==> config.mk <==
export PLATFORM = sky130hd
export DESIGN_NAME = click_region_table
export DESIGN_NICKNAME = d
export VERILOG_FILES = /design/src/design/crt_pkg.sv /design/src/design/crt_mem.sv /design/src/design/click_region_table.sv
export SDC_FILE = /design/constraint.sdc
export NUM_CORES = 1
export LEC_CHECK = 0
export BUFFER_PORTS_ARGS = -buffer_cell sky130_fd_sc_hd__clkbuf_2
export CAP_MARGIN = 20
export CORE_MARGIN = 5
export CORE_UTILIZATION = 60
export DETAILED_ROUTE_END_ITERATION = 12
export GPL_ROUTABILITY_DRIVEN = 0
export PLACE_DENSITY = 0.83
export SLEW_MARGIN = 20
export SYNTH_ARGS = -nofsm -noshare
export SYNTH_HDL_FRONTEND = slang
export SYNTH_SLANG_ARGS = --single-unit
==> constraint.sdc <==
create_clock -name clk -period 7.85 [get_ports clk]
set_clock_uncertainty 0.2 [all_clocks]
set_input_delay 0.3925 -clock clk [delete_from_list [all_inputs] [get_ports clk]]
set_output_delay 0.3925 -clock clk [all_outputs]
set_load 0.05 [all_outputs]
==> src/design/crt_pkg.sv <==
// shared types, codes and defaults for the click region table
`default_nettype none
package crt_pkg;

    localparam int TABLE_DEPTH_DEF = 32;
    localparam int COORD_BITS_DEF  = 8;

    typedef enum logic [1:0] {
        OP_ADD    = 2'd0,
        OP_FIND   = 2'd1,
        OP_SCROLL = 2'd2,
        OP_CLEAR  = 2'd3
    } op_t;

    typedef enum logic [1:0] {
        REQ_NONE = 2'd0,
        REQ_ON   = 2'd1,
        REQ_OFF  = 2'd2
    } mouse_req_t;

    localparam logic CFG_MOUSE_ENABLE  = 1'b0;
    localparam logic CFG_KEEP_MOUSE_ON = 1'b1;

    typedef enum logic [1:0] {
        ST_IDLE,
        ST_SCAN,
        ST_RESP
    } state_t;

    typedef struct packed {
        logic [1:0] mode;
        logic [7:0] row_y;
        logic [7:0] col_lo;
        logic [7:0] col_hi;
        logic       hungry;
        logic [7:0] tag;
        logic [7:0] scroll_count;
    } in_item_t;

    typedef struct packed {
        logic       found;
        logic [4:0] match_slot;
        logic [7:0] match_tag;
        logic       add_ok;
        logic [5:0] entries_left;
        logic [1:0] mouse_request;
    } out_item_t;

endpackage
`default_nettype wire

==> src/design/crt_mem.sv <==
// region storage: one write port, one registered read port
`default_nettype none
module crt_mem #(
    parameter int DEPTH = 32,
    parameter int WIDTH = 33
) (
    input  wire logic                     clk,
    input  wire logic                     we,
    input  wire logic [$clog2(DEPTH)-1:0] waddr,
    input  wire logic [WIDTH-1:0]         wdata,
    input  wire logic                     re,
    input  wire logic [$clog2(DEPTH)-1:0] raddr,
    output logic      [WIDTH-1:0]         rdata
);
    logic [WIDTH-1:0] mem [DEPTH];

    always_ff @(posedge clk)
    begin
        if (we)
        begin
            mem[waddr] <= wdata;
        end
    end

    always_ff @(posedge clk)
    begin
        if (re)
        begin
            rdata <= mem[raddr];
        end
    end
endmodule
`default_nettype wire

==> src/design/click_region_table.sv <==
// click region table: top level with sequencer and scan datapath
// add, clear and operations that need no scan go straight from accept to the result
// stage; find and scroll scan the stored regions, one stored region read per cycle
// one transaction is in work at a time; the result register frees input side
// reset clears count, head pointer, control registers and state; region memory is not
// cleared, only entries below the count are ever read
`default_nettype none
module click_region_table #(
    parameter int TABLE_DEPTH = crt_pkg::TABLE_DEPTH_DEF,
    parameter int COORD_BITS  = crt_pkg::COORD_BITS_DEF
) (
    input  wire logic               clk,
    input  wire logic               rst_n,
    input  wire logic               cfg_we,
    input  wire logic               cfg_index,
    input  wire logic               cfg_data,
    input  wire logic               in_valid,
    output logic                    in_stall,
    input  wire crt_pkg::in_item_t  in_item,
    output logic                    out_valid,
    input  wire logic               out_stall,
    output crt_pkg::out_item_t      out_item
);
    import crt_pkg::*;

    localparam int IDX_W = $clog2(TABLE_DEPTH);
    localparam int CNT_W = $clog2(TABLE_DEPTH + 1);
    localparam int REG_W = 3 * COORD_BITS + 9;
    localparam int CMP_W = COORD_BITS + 8;
    localparam logic [IDX_W:0] DEPTH_V = (IDX_W + 1)'(TABLE_DEPTH);
    localparam logic [CNT_W-1:0] FULL_V = CNT_W'(TABLE_DEPTH);

    // configuration
    logic mouse_en_reg;
    logic keep_on_reg;

    // sequencer
    state_t state_reg, state_next;

    // table bookkeeping: circular buffer, logical slot 0 sits at head
    logic [CNT_W-1:0] count_reg;
    logic [IDX_W-1:0] head_reg;

    // latched transaction
    op_t                 op_reg;
    logic [COORD_BITS-1:0] y_reg;
    logic [COORD_BITS-1:0] x_reg;
    logic [7:0]          scnt_reg;

    // scan bookkeeping
    logic [CNT_W-1:0] rd_idx_reg;
    logic [CNT_W-1:0] keep_reg;
    logic             pend_reg;
    logic [IDX_W-1:0] pidx_reg;

    // per pass best candidate
    logic             f1_reg, f2_reg, f3_reg;
    logic [IDX_W-1:0] s1_reg, s2_reg, s3_reg;
    logic [7:0]       t1_reg, t2_reg, t3_reg;

    // result fields
    logic             found_reg;
    logic [IDX_W-1:0] slot_reg;
    logic [7:0]       mtag_reg;
    logic             addok_reg;
    mouse_req_t       req_reg;

    logic      out_valid_reg;
    out_item_t out_item_reg;

    // incoming fields in coordinate width
    logic [COORD_BITS-1:0] in_y, in_x, in_hi;
    logic                  accept;
    logic                  add_go;
    logic [IDX_W-1:0]      head_m1;

    // memory port signals
    logic             mem_we, mem_re;
    logic [IDX_W-1:0] mem_waddr, mem_raddr;
    logic [REG_W-1:0] mem_wdata, mem_rdata;

    // read data split
    logic [COORD_BITS-1:0] r_row, r_lo, r_hi;
    logic                  r_hung;
    logic [7:0]            r_tag;
    logic                  hit1, hit2, hit3, keep_hit;
    logic [CMP_W-1:0]      row_ext, cnt_ext;

    logic             rd_busy, scan_done, out_free;
    logic [IDX_W:0]   rsum, wsum;

    assign in_y  = COORD_BITS'(in_item.row_y);
    assign in_x  = COORD_BITS'(in_item.col_lo);
    assign in_hi = COORD_BITS'(in_item.col_hi);

    assign accept  = in_valid && !in_stall;
    assign add_go  = accept && (op_t'(in_item.mode) == OP_ADD) && mouse_en_reg
                     && (count_reg < FULL_V);
    assign head_m1 = (head_reg == '0) ? IDX_W'(TABLE_DEPTH - 1) : head_reg - 1'b1;

    assign rd_busy   = rd_idx_reg < count_reg;
    assign scan_done = (state_reg == ST_SCAN) && !rd_busy && !pend_reg;
    assign out_free  = !out_valid_reg || !out_stall;

    // logical to physical slot, sums stay below twice the depth
    assign rsum = {1'b0, head_reg} + {1'b0, rd_idx_reg[IDX_W-1:0]};
    assign wsum = {1'b0, head_reg} + {1'b0, keep_reg[IDX_W-1:0]};

    assign {r_row, r_lo, r_hi, r_hung, r_tag} = mem_rdata;

    assign hit1 = (r_row == y_reg) && (x_reg >= r_lo) && (x_reg <= r_hi);
    assign hit2 = r_hung && (r_row == y_reg) && (x_reg >= r_lo);
    assign hit3 = r_hung && (r_row == y_reg) && (x_reg <= r_lo);

    assign row_ext  = CMP_W'(r_row);
    assign cnt_ext  = CMP_W'(scnt_reg);
    assign keep_hit = row_ext >= cnt_ext;

    // next state
    always_comb
    begin
        state_next = state_reg;
        unique case (state_reg)
            ST_IDLE:
            begin
                if (accept)
                begin
                    if ((op_t'(in_item.mode) == OP_FIND && count_reg != '0) ||
                        (op_t'(in_item.mode) == OP_SCROLL && mouse_en_reg &&
                         count_reg != '0))
                    begin
                        state_next = ST_SCAN;
                    end
                    else
                    begin
                        state_next = ST_RESP;
                    end
                end
            end
            ST_SCAN:
            begin
                if (scan_done)
                begin
                    state_next = ST_RESP;
                end
            end
            ST_RESP:
            begin
                if (out_free)
                begin
                    state_next = ST_IDLE;
                end
            end
            default: state_next = ST_IDLE;
        endcase
    end

    // outputs of the sequencer: handshake and memory port
    always_comb
    begin
        in_stall  = (state_reg != ST_IDLE);
        mem_re    = (state_reg == ST_SCAN) && rd_busy;
        mem_raddr = (rsum >= DEPTH_V) ? IDX_W'(rsum - DEPTH_V) : IDX_W'(rsum);
        mem_we    = 1'b0;
        mem_waddr = head_m1;
        mem_wdata = {in_y, in_x, in_hi, in_item.hungry, in_item.tag};
        unique case (state_reg)
            ST_IDLE:
            begin
                mem_we = add_go;
            end
            ST_SCAN:
            begin
                // compaction writes behind the read pointer
                if (op_reg == OP_SCROLL && pend_reg && keep_hit)
                begin
                    mem_we    = 1'b1;
                    mem_waddr = (wsum >= DEPTH_V) ? IDX_W'(wsum - DEPTH_V)
                                                  : IDX_W'(wsum);
                    mem_wdata = {COORD_BITS'(row_ext - cnt_ext), r_lo, r_hi,
                                 r_hung, r_tag};
                end
            end
            ST_RESP:
            begin
                mem_we = 1'b0;
            end
            default: mem_we = 1'b0;
        endcase
    end

    crt_mem #(
        .DEPTH (TABLE_DEPTH),
        .WIDTH (REG_W)
    ) u_mem (
        .clk   (clk),
        .we    (mem_we),
        .waddr (mem_waddr),
        .wdata (mem_wdata),
        .re    (mem_re),
        .raddr (mem_raddr),
        .rdata (mem_rdata)
    );

    // control registers
    always_ff @(posedge clk or negedge rst_n)
    begin
        if (!rst_n)
        begin
            state_reg     <= ST_IDLE;
            mouse_en_reg  <= 1'b0;
            keep_on_reg   <= 1'b0;
            count_reg     <= '0;
            head_reg      <= '0;
            pend_reg      <= 1'b0;
            out_valid_reg <= 1'b0;
        end
        else
        begin
            state_reg <= state_next;
            if (cfg_we)
            begin
                if (cfg_index == CFG_MOUSE_ENABLE)
                begin
                    mouse_en_reg <= cfg_data;
                end
                else
                begin
                    keep_on_reg <= cfg_data;
                end
            end
            pend_reg <= mem_re;
            if (add_go)
            begin
                head_reg  <= head_m1;
                count_reg <= count_reg + 1'b1;
            end
            if (accept && op_t'(in_item.mode) == OP_CLEAR && mouse_en_reg)
            begin
                count_reg <= '0;
            end
            if (scan_done && op_reg == OP_SCROLL)
            begin
                count_reg <= keep_reg;
            end
            if (state_reg == ST_RESP && out_free)
            begin
                out_valid_reg <= 1'b1;
            end
            else if (!out_stall)
            begin
                out_valid_reg <= 1'b0;
            end
        end
    end

    // transaction and scan datapath
    always_ff @(posedge clk)
    begin
        if (accept)
        begin
            op_reg     <= op_t'(in_item.mode);
            y_reg      <= in_y;
            x_reg      <= in_x;
            scnt_reg   <= in_item.scroll_count;
            rd_idx_reg <= '0;
            keep_reg   <= '0;
            f1_reg     <= 1'b0;
            f2_reg     <= 1'b0;
            f3_reg     <= 1'b0;
            found_reg  <= 1'b0;
            slot_reg   <= '0;
            mtag_reg   <= '0;
            addok_reg  <= add_go;
            req_reg    <= add_go ? REQ_ON : REQ_NONE;
            if (op_t'(in_item.mode) == OP_CLEAR && mouse_en_reg && count_reg != '0
                && !keep_on_reg)
            begin
                req_reg <= REQ_OFF;
            end
        end
        if (mem_re)
        begin
            rd_idx_reg <= rd_idx_reg + 1'b1;
            pidx_reg   <= rd_idx_reg[IDX_W-1:0];
        end
        if (state_reg == ST_SCAN && pend_reg)
        begin
            if (op_reg == OP_SCROLL)
            begin
                if (keep_hit)
                begin
                    keep_reg <= keep_reg + 1'b1;
                end
            end
            else
            begin
                // first exact, first hungry right of start, last hungry left
                if (hit1 && !f1_reg)
                begin
                    f1_reg <= 1'b1;
                    s1_reg <= pidx_reg;
                    t1_reg <= r_tag;
                end
                if (hit2 && !f2_reg)
                begin
                    f2_reg <= 1'b1;
                    s2_reg <= pidx_reg;
                    t2_reg <= r_tag;
                end
                if (hit3)
                begin
                    f3_reg <= 1'b1;
                    s3_reg <= pidx_reg;
                    t3_reg <= r_tag;
                end
            end
        end
        if (scan_done && op_reg == OP_FIND)
        begin
            found_reg <= f1_reg || f2_reg || f3_reg;
            if (f1_reg)
            begin
                slot_reg <= s1_reg;
                mtag_reg <= t1_reg;
            end
            else if (f2_reg)
            begin
                slot_reg <= s2_reg;
                mtag_reg <= t2_reg;
            end
            else if (f3_reg)
            begin
                slot_reg <= s3_reg;
                mtag_reg <= t3_reg;
            end
        end
        if (state_reg == ST_RESP && out_free)
        begin
            out_item_reg.found         <= found_reg;
            out_item_reg.match_slot    <= 5'(slot_reg);
            out_item_reg.match_tag     <= mtag_reg;
            out_item_reg.add_ok        <= addok_reg;
            out_item_reg.entries_left  <= 6'(count_reg);
            out_item_reg.mouse_request <= req_reg;
        end
    end

    assign out_valid = out_valid_reg;
    assign out_item  = out_item_reg;
endmodule
`default_nettype wire
Word-level counts from Yosys, hierarchy flattened
Memories as Yosys holds them, arrays and structs flattened. A register that Yosys moved wholly into a read port is not among the register bits.
Index checks and enable logic that the tools add are counted.
{"block": "op_classes", "reduce_logical": 54, "magnitude_cmp": 8, "mux": 52, "mul": 0, "bitwise_logic": 2, "shifts": 0, "addsub": 9, "div": 0, "n_eq_ne": 12}
{"op": "2-to-1 mux 33 bit", "count": 2}
{"op": "2-to-1 mux 6 bit", "count": 9}
{"op": "2-to-1 mux 5 bit", "count": 10}
{"op": "2-to-1 mux 8 bit", "count": 5}
{"op": "logical AND 1 bit", "count": 28}
{"op": "2-to-1 mux 1 bit", "count": 20}
{"op": "adder 6 x 1 -> 6 bit, second input constant", "count": 3}
{"op": ">= comparator 8 bit", "count": 2}
{"op": "<= comparator 8 bit", "count": 2}
{"op": "subtractor 5 x 1 -> 5 bit, second input constant", "count": 3}
{"op": "adder 5 x 5 -> 6 bit", "count": 2}
{"op": ">= comparator 6 bit, second input constant", "count": 2}
{"op": "AND reduction 3 bit", "count": 4}
{"op": "equality test 2 bit, second input constant", "count": 4}
{"op": "equality test 8 bit", "count": 1}
{"op": "zero test 1 bit", "count": 8}
{"op": "2-to-1 mux 2 bit", "count": 4}
{"op": "subtractor 8 bit", "count": 1}
{"op": "equality test 2 x 1 -> 1 bit, second input constant", "count": 3}
{"op": "less-than comparator 6 bit", "count": 1}
{"op": "less-than comparator 6 bit, second input constant", "count": 1}
{"op": "inequality test 2 bit, second input constant", "count": 3}
{"op": "one-hot mux 2 bit (3 select lines)", "count": 1}
{"op": "nonzero test 2 bit", "count": 3}
{"op": "other kinds (9)", "count": 15}
{"block": "totals", "regBits": 142, "out_inout_bits": 25, "n_memories": 1, "input_bits": 50, "mem_bits_ro": 0, "word_cells": 172, "latch_bits": 0, "mem_bits_rw": 1056}
{"name": "u_mem.mem", "words": 32, "word_bits": 33, "rd": 1, "rd_clocked_by_memory_dff": 1, "write_ports": 1, "line_no": "crt_mem.sv:15", "text": "logic [WIDTH-1:0] mem [DEPTH];"}

Longest topological paths before layout
{"block": "depth", "word_depth": 9, "mapped_depth": 12}

Hierarchy
A second synthesis with hierarchy kept.
{"block": "hier_totals", "hier_cells": 2959, "hier_area_um2": 49362.3}
{"mod": "crt_mem", "instances": 1, "seq_area_each_um2": 32701.4, "area_each_um2": 42144.2, "cells_each": 2332}
{"mod": "click_region_table", "instances": 1, "seq_area_each_um2": 3958.8, "area_each_um2": 7218.2, "cells_each": 627}

Least setup slack after synthesis
OpenSTA, ideal clock, no wires.
{"block": "synth_path", "path_kind": "reg-to-reg", "from": "reg u_mem.rdata[25], read port of u_mem.mem", "to": "mem u_mem.mem[24][0], enable pin", "stages_incl_launch_ff": 11, "slack_ps": 3400, "t_required_ps": 7216, "arrival_time_ps": 3816, "period_less_slack_ps": 4450, "cell_sequence": "edfxtp_1 > inv_1 > ha_1 > fa_1 > nand2b_1 > a21oi_2 > o211ai_4 > a21o_1 > buf_6 > o32a_1 > a21oi_1"}
{"block": "synth_via", "elab_chain_len": 6, "word_cells_on_any_way": 8, "cone_classes": "1 x order compare; 6 x mux; 1 x reduce/logical"}
{"item": "start: declaration", "line_no": "crt_mem.sv:13", "text": "output logic [WIDTH-1:0] rdata"}
{"item": ">= comparator 8 bit *", "line_no": "click_region_table.sv:117", "text": "assign keep_hit = row_ext >= cnt_ext;"}
{"item": "logical AND 1 bit *", "line_no": "click_region_table.sv:175", "text": "if (op_reg == OP_SCROLL && pend_reg && keep_hit)"}
{"item": "2-to-1 mux 1 bit", "line_no": "click_region_table.sv:175"}
{"item": "one-hot mux 1 bit (2 select lines)", "line_no": "click_region_table.sv:167", "text": "unique case (state_reg)"}
{"item": "2-to-1 mux 1 bit", "line_no": "crt_mem.sv:19", "text": "if (we)"}
{"item": "2-to-1 mux 1 bit (not written as such)", "line_no": "crt_mem.sv:21", "text": "mem[waddr] <= wdata;"}
{"item": "end: declaration", "line_no": "crt_mem.sv:15"}
Every way passes the cells marked *; elsewhere a longest branch is shown, timed or not.

Worst setup path in the final report
{"block": "layout_path", "from": "reg state_reg[0]", "to": "mem u_mem.mem[27][27], enable pin"}
{"block": "layout_via", "elab_chain_len": 9, "word_cells_on_any_way": 12, "cone_classes": "1 x eq/ne; 4 x mux; 7 x reduce/logical"}
{"item": "start: declaration", "line_no": "click_region_table.sv:38", "text": "state_t state_reg, state_next;"}
{"item": "start signal: assignment", "line_no": "click_region_table.sv:220", "text": "state_reg <= state_next;"}
{"item": "nonzero test 2 bit", "line_no": "click_region_table.sv:161", "text": "in_stall = (state_reg != ST_IDLE);"}
{"item": "zero test 1 bit", "line_no": "click_region_table.sv:96", "text": "assign accept = in_valid && !in_stall;"}
{"item": "logical AND 1 bit", "line_no": "click_region_table.sv:96"}
{"item": "net accept", "line_no": "click_region_table.sv:73", "text": "logic accept;"}
{"item": "logical AND 1 bit (2 in a row)", "line_no": "click_region_table.sv:97", "text": "assign add_go = accept && (op_t'(in_item.mode) == OP_ADD) && mouse_en_reg"}
{"item": "logical AND 1 bit", "line_no": "click_region_table.sv:98", "text": "&& (count_reg < FULL_V);"}
{"item": "one-hot mux 1 bit (2 select lines)", "line_no": "click_region_table.sv:167"}
{"item": "2-to-1 mux 1 bit", "line_no": "crt_mem.sv:19"}
{"item": "2-to-1 mux 1 bit (not written as such)", "line_no": "crt_mem.sv:21"}
The timed path passes the listed nets, and every way through them passes these cells.

==> metrics.yaml <==
min_period_over_period_pct: 64.1
cellPowerDensity_nw_per_um2: 448
routed_via_density: 6.86
largest_reg_flops: 1056
finalSetupViolations: 0
path_clk_slew_ns: 0.07
layout-drive-gt1-share_pct: 23.0
synth_common_cells: "edfxtp_1, nand2_1, mux4_2"
io_pins: 75
fin_area_um2: 55500
ir_drop_uv: 783
routed_wl_mm: 125
clock_path_buffers: 3
placedInstanceArea_um2: 50900
finalPower_mw: 24.9
core_area_um2: 80500
synth.distinct_cells: 61
grt_setup_unrepaired: "no"
cts_tree: "done"
relSlewSlack_pct: 14.3
whs_ns: 0.122
numCtsBuffers: 115
syn_area_um2: 48700
cp.arrival_ns: 5.17
antenna_found_initial: 4
synth_top_flop_cell: "edfxtp_1"
synth.area.top_cells: "edfxtp_1, mux4_2, nand2_1, nand3_1, ha_1"
synth_top_cell_by_area: "edfxtp_1"
area_growth_pct: 13.9
r2r-start: "state_reg[0]$_DFFE_PN0P_"
syn_area_per_cell_um2: 18.2
worst-slew-pin-transition_ns: 1.28
min_path_cells: 3
grtUsageTotal_pct: 28.1
end_kind: "flip-flop"
min_path_type: "input port to flip-flop"
clock_latency_ns: 0.71
synth_edf_count: 1192
cts_resized: 0
grt_overflow: 0
slew_viol_final: 0
cts_root_buf: "clkbuf_16"
wl_per_cell_um: 31.2
first_global_vias: 27900
die_area_um2: 86900
via_count: 27400
rr_endpoint: "u_mem.mem[27][27]$_DFFE_PP_"
ant_nets: 0
first_iter_violations: 4779
grt_max_degree: 171
layout_min_cycle_time_ns: 5.03
synth.most_common_cell: "edfxtp_1"
drc: 0
grt_pass1_wl_mm: 180
ff2ff_path_depth: 10
fill_cells: 4599
netlist_instances: 2676
hp-start: "in_item[22]"
yosysSeqAreaShare_pct: 75.3
cap_violations: 0
initial_core_util_pct: 60.4
yosys_warnings: 0
critical_path.startpoint_type: "flip-flop"
hold_end: "u_mem.mem[18][14]$_DFFE_PP_"
htree_levels: 3
cts.sinks: 1231
nNetsFinal: 2933
die_y_um: 295
max_freq_ghz: 0.199
critPathRequiredTime_ns: 7.99
setup_tns_ns: 0
synth_seq_cells: 1231
hold_viol: 0
leakagePower_nw: 18.3
io_buffers: 74
crit_type: "flip-flop to flip-flop"
syn_nets: 2771
firstDrtPassIters: 8
fin_util_pct: 68.9
dp_hpwl_mm: 65.2
die_w_um: 295
synth_top_area_share_pct: 73.5
rows: 104
ys_async_sr_fraction_pct: 1.38
status: "finished clean"
critical_path.max_fanout: 36
ff2ff_setup_slack_ns: 2.82
cells by family after synthesis:
family / count (synthesis) / share of synthesized area [%]
compound gates: 196 / 2.49
xor+xnor: 40 / 0.720
fa+ha+maj: 45 / 1.20
buf+inv: 187 / 1.62
flops: 1231 / 75.3
mux: 277 / 12.5
simple gates: 700 / 6.17
what timing repair did:
item,CTS,global route
buffers inserted,0,0
hold buffers,35,0
hold endpoints to repair,49,0
layout by cell type (no fill, tap or decap), types with 6 or more instances in the layout:
cell type      instances
nand3_1              183
o21ai_0               35
clkbuf_8               7
clkinvlp_4             6
buf_12                 7
edfxtp_1            1192
a31oi_1                8
buf_4                 50
dlygate4sd3_1         35
nand2b_1               8
xnor2_1               19
mux2_2                 8
clkinv_2              27
inv_1                 50
a21oi_1               35
o21ai_1               25
buf_16                12
ha_1                  41
nor2_4                16
mux4_2               264
dfrtp_1               17
nand4_1               11
clkbuf_16            119
clkbuf_2              74
a211oi_1               6
dfxtp_1               22
clkbuf_1              16
a21oi_4               19
nand2_1              383
nor2_1                53
o22ai_1               15
a22oi_1               12
xor2_1                16
a21o_1                 9
bufinv_16             15
nand2_2               10
clkinv_1              16
worst max-delay path by stage:
stage	start	to	cells past startpoint
after floorplan	u_mem.rdata[25]$_DFFE_PP_	u_mem.mem[24][0]$_DFFE_PP_	10
after global placement	state_reg[1]$_DFFE_PN0P_	u_mem.mem[14][26]$_DFFE_PP_	9
after detailed placement	state_reg[1]$_DFFE_PN0P_	u_mem.mem[20][10]$_DFFE_PP_	9
after CTS	state_reg[1]$_DFFE_PN0P_	u_mem.mem[16][26]$_DFFE_PP_	9
after global routing	state_reg[1]$_DFFE_PN0P_	u_mem.mem[27][3]$_DFFE_PP_	10
final	state_reg[0]$_DFFE_PN0P_	u_mem.mem[27][27]$_DFFE_PP_	10
through the flow:
step                cells  setup WS [ns]
floorplan            2676           3.40
global placement     3730           3.13
detailed placement   3736           2.87
CTS                  3985           2.88
global route         3995           2.64
finish               3996           2.82
layer usage:
| layer | GRT usage [%] | share of wire [%] | vias to the layer above |
|---|---|---|---|
| met5 | 0 | 0.0088 | - |
| met4 | 8.86 | 4.0 | 2 |
| met3 | 8.02 | 12 | 357 |
| met2 | 45.3 | 49 | 2336 |
| met1 | 38.2 | 34 | 13800 |
| li1 | - | - | 10900 |
area by class of cell:
type	count	area (µm²)	share of cell area, %
repair buffers	180	1590	2.86
diodes	1	2.50	0.00451
well taps	1060	1330	2.39
flip-flops and latches	1231	36700	66.1
inverters	52	196	0.354
multi-input cells	1258	11700	21.2
clock inverters	72	825	1.49
clock buffers	142	3130	5.65
worst max-delay path: stages, from the launching register on:
cell and delay (ns):
dfrtp_1 0.43, nor2_1 0.22, nand2_1 0.52, inv_2 0.91, and4_1 0.32, buf_4 0.25, and2b_1 0.28, and3_1 0.18
a41oi_1 0.16, a21oi_4 0.76, buf_4 0.46
power by group:
group	internal (mW)	switching, mW	leakage (nW)	total (mW)
clock	3.34	2.47	1.93	5.80
sequential	7.66	0.179	11.1	7.84
combinational	4.05	7.17	5.24	11.2
(Power assumes the default switching activity.)
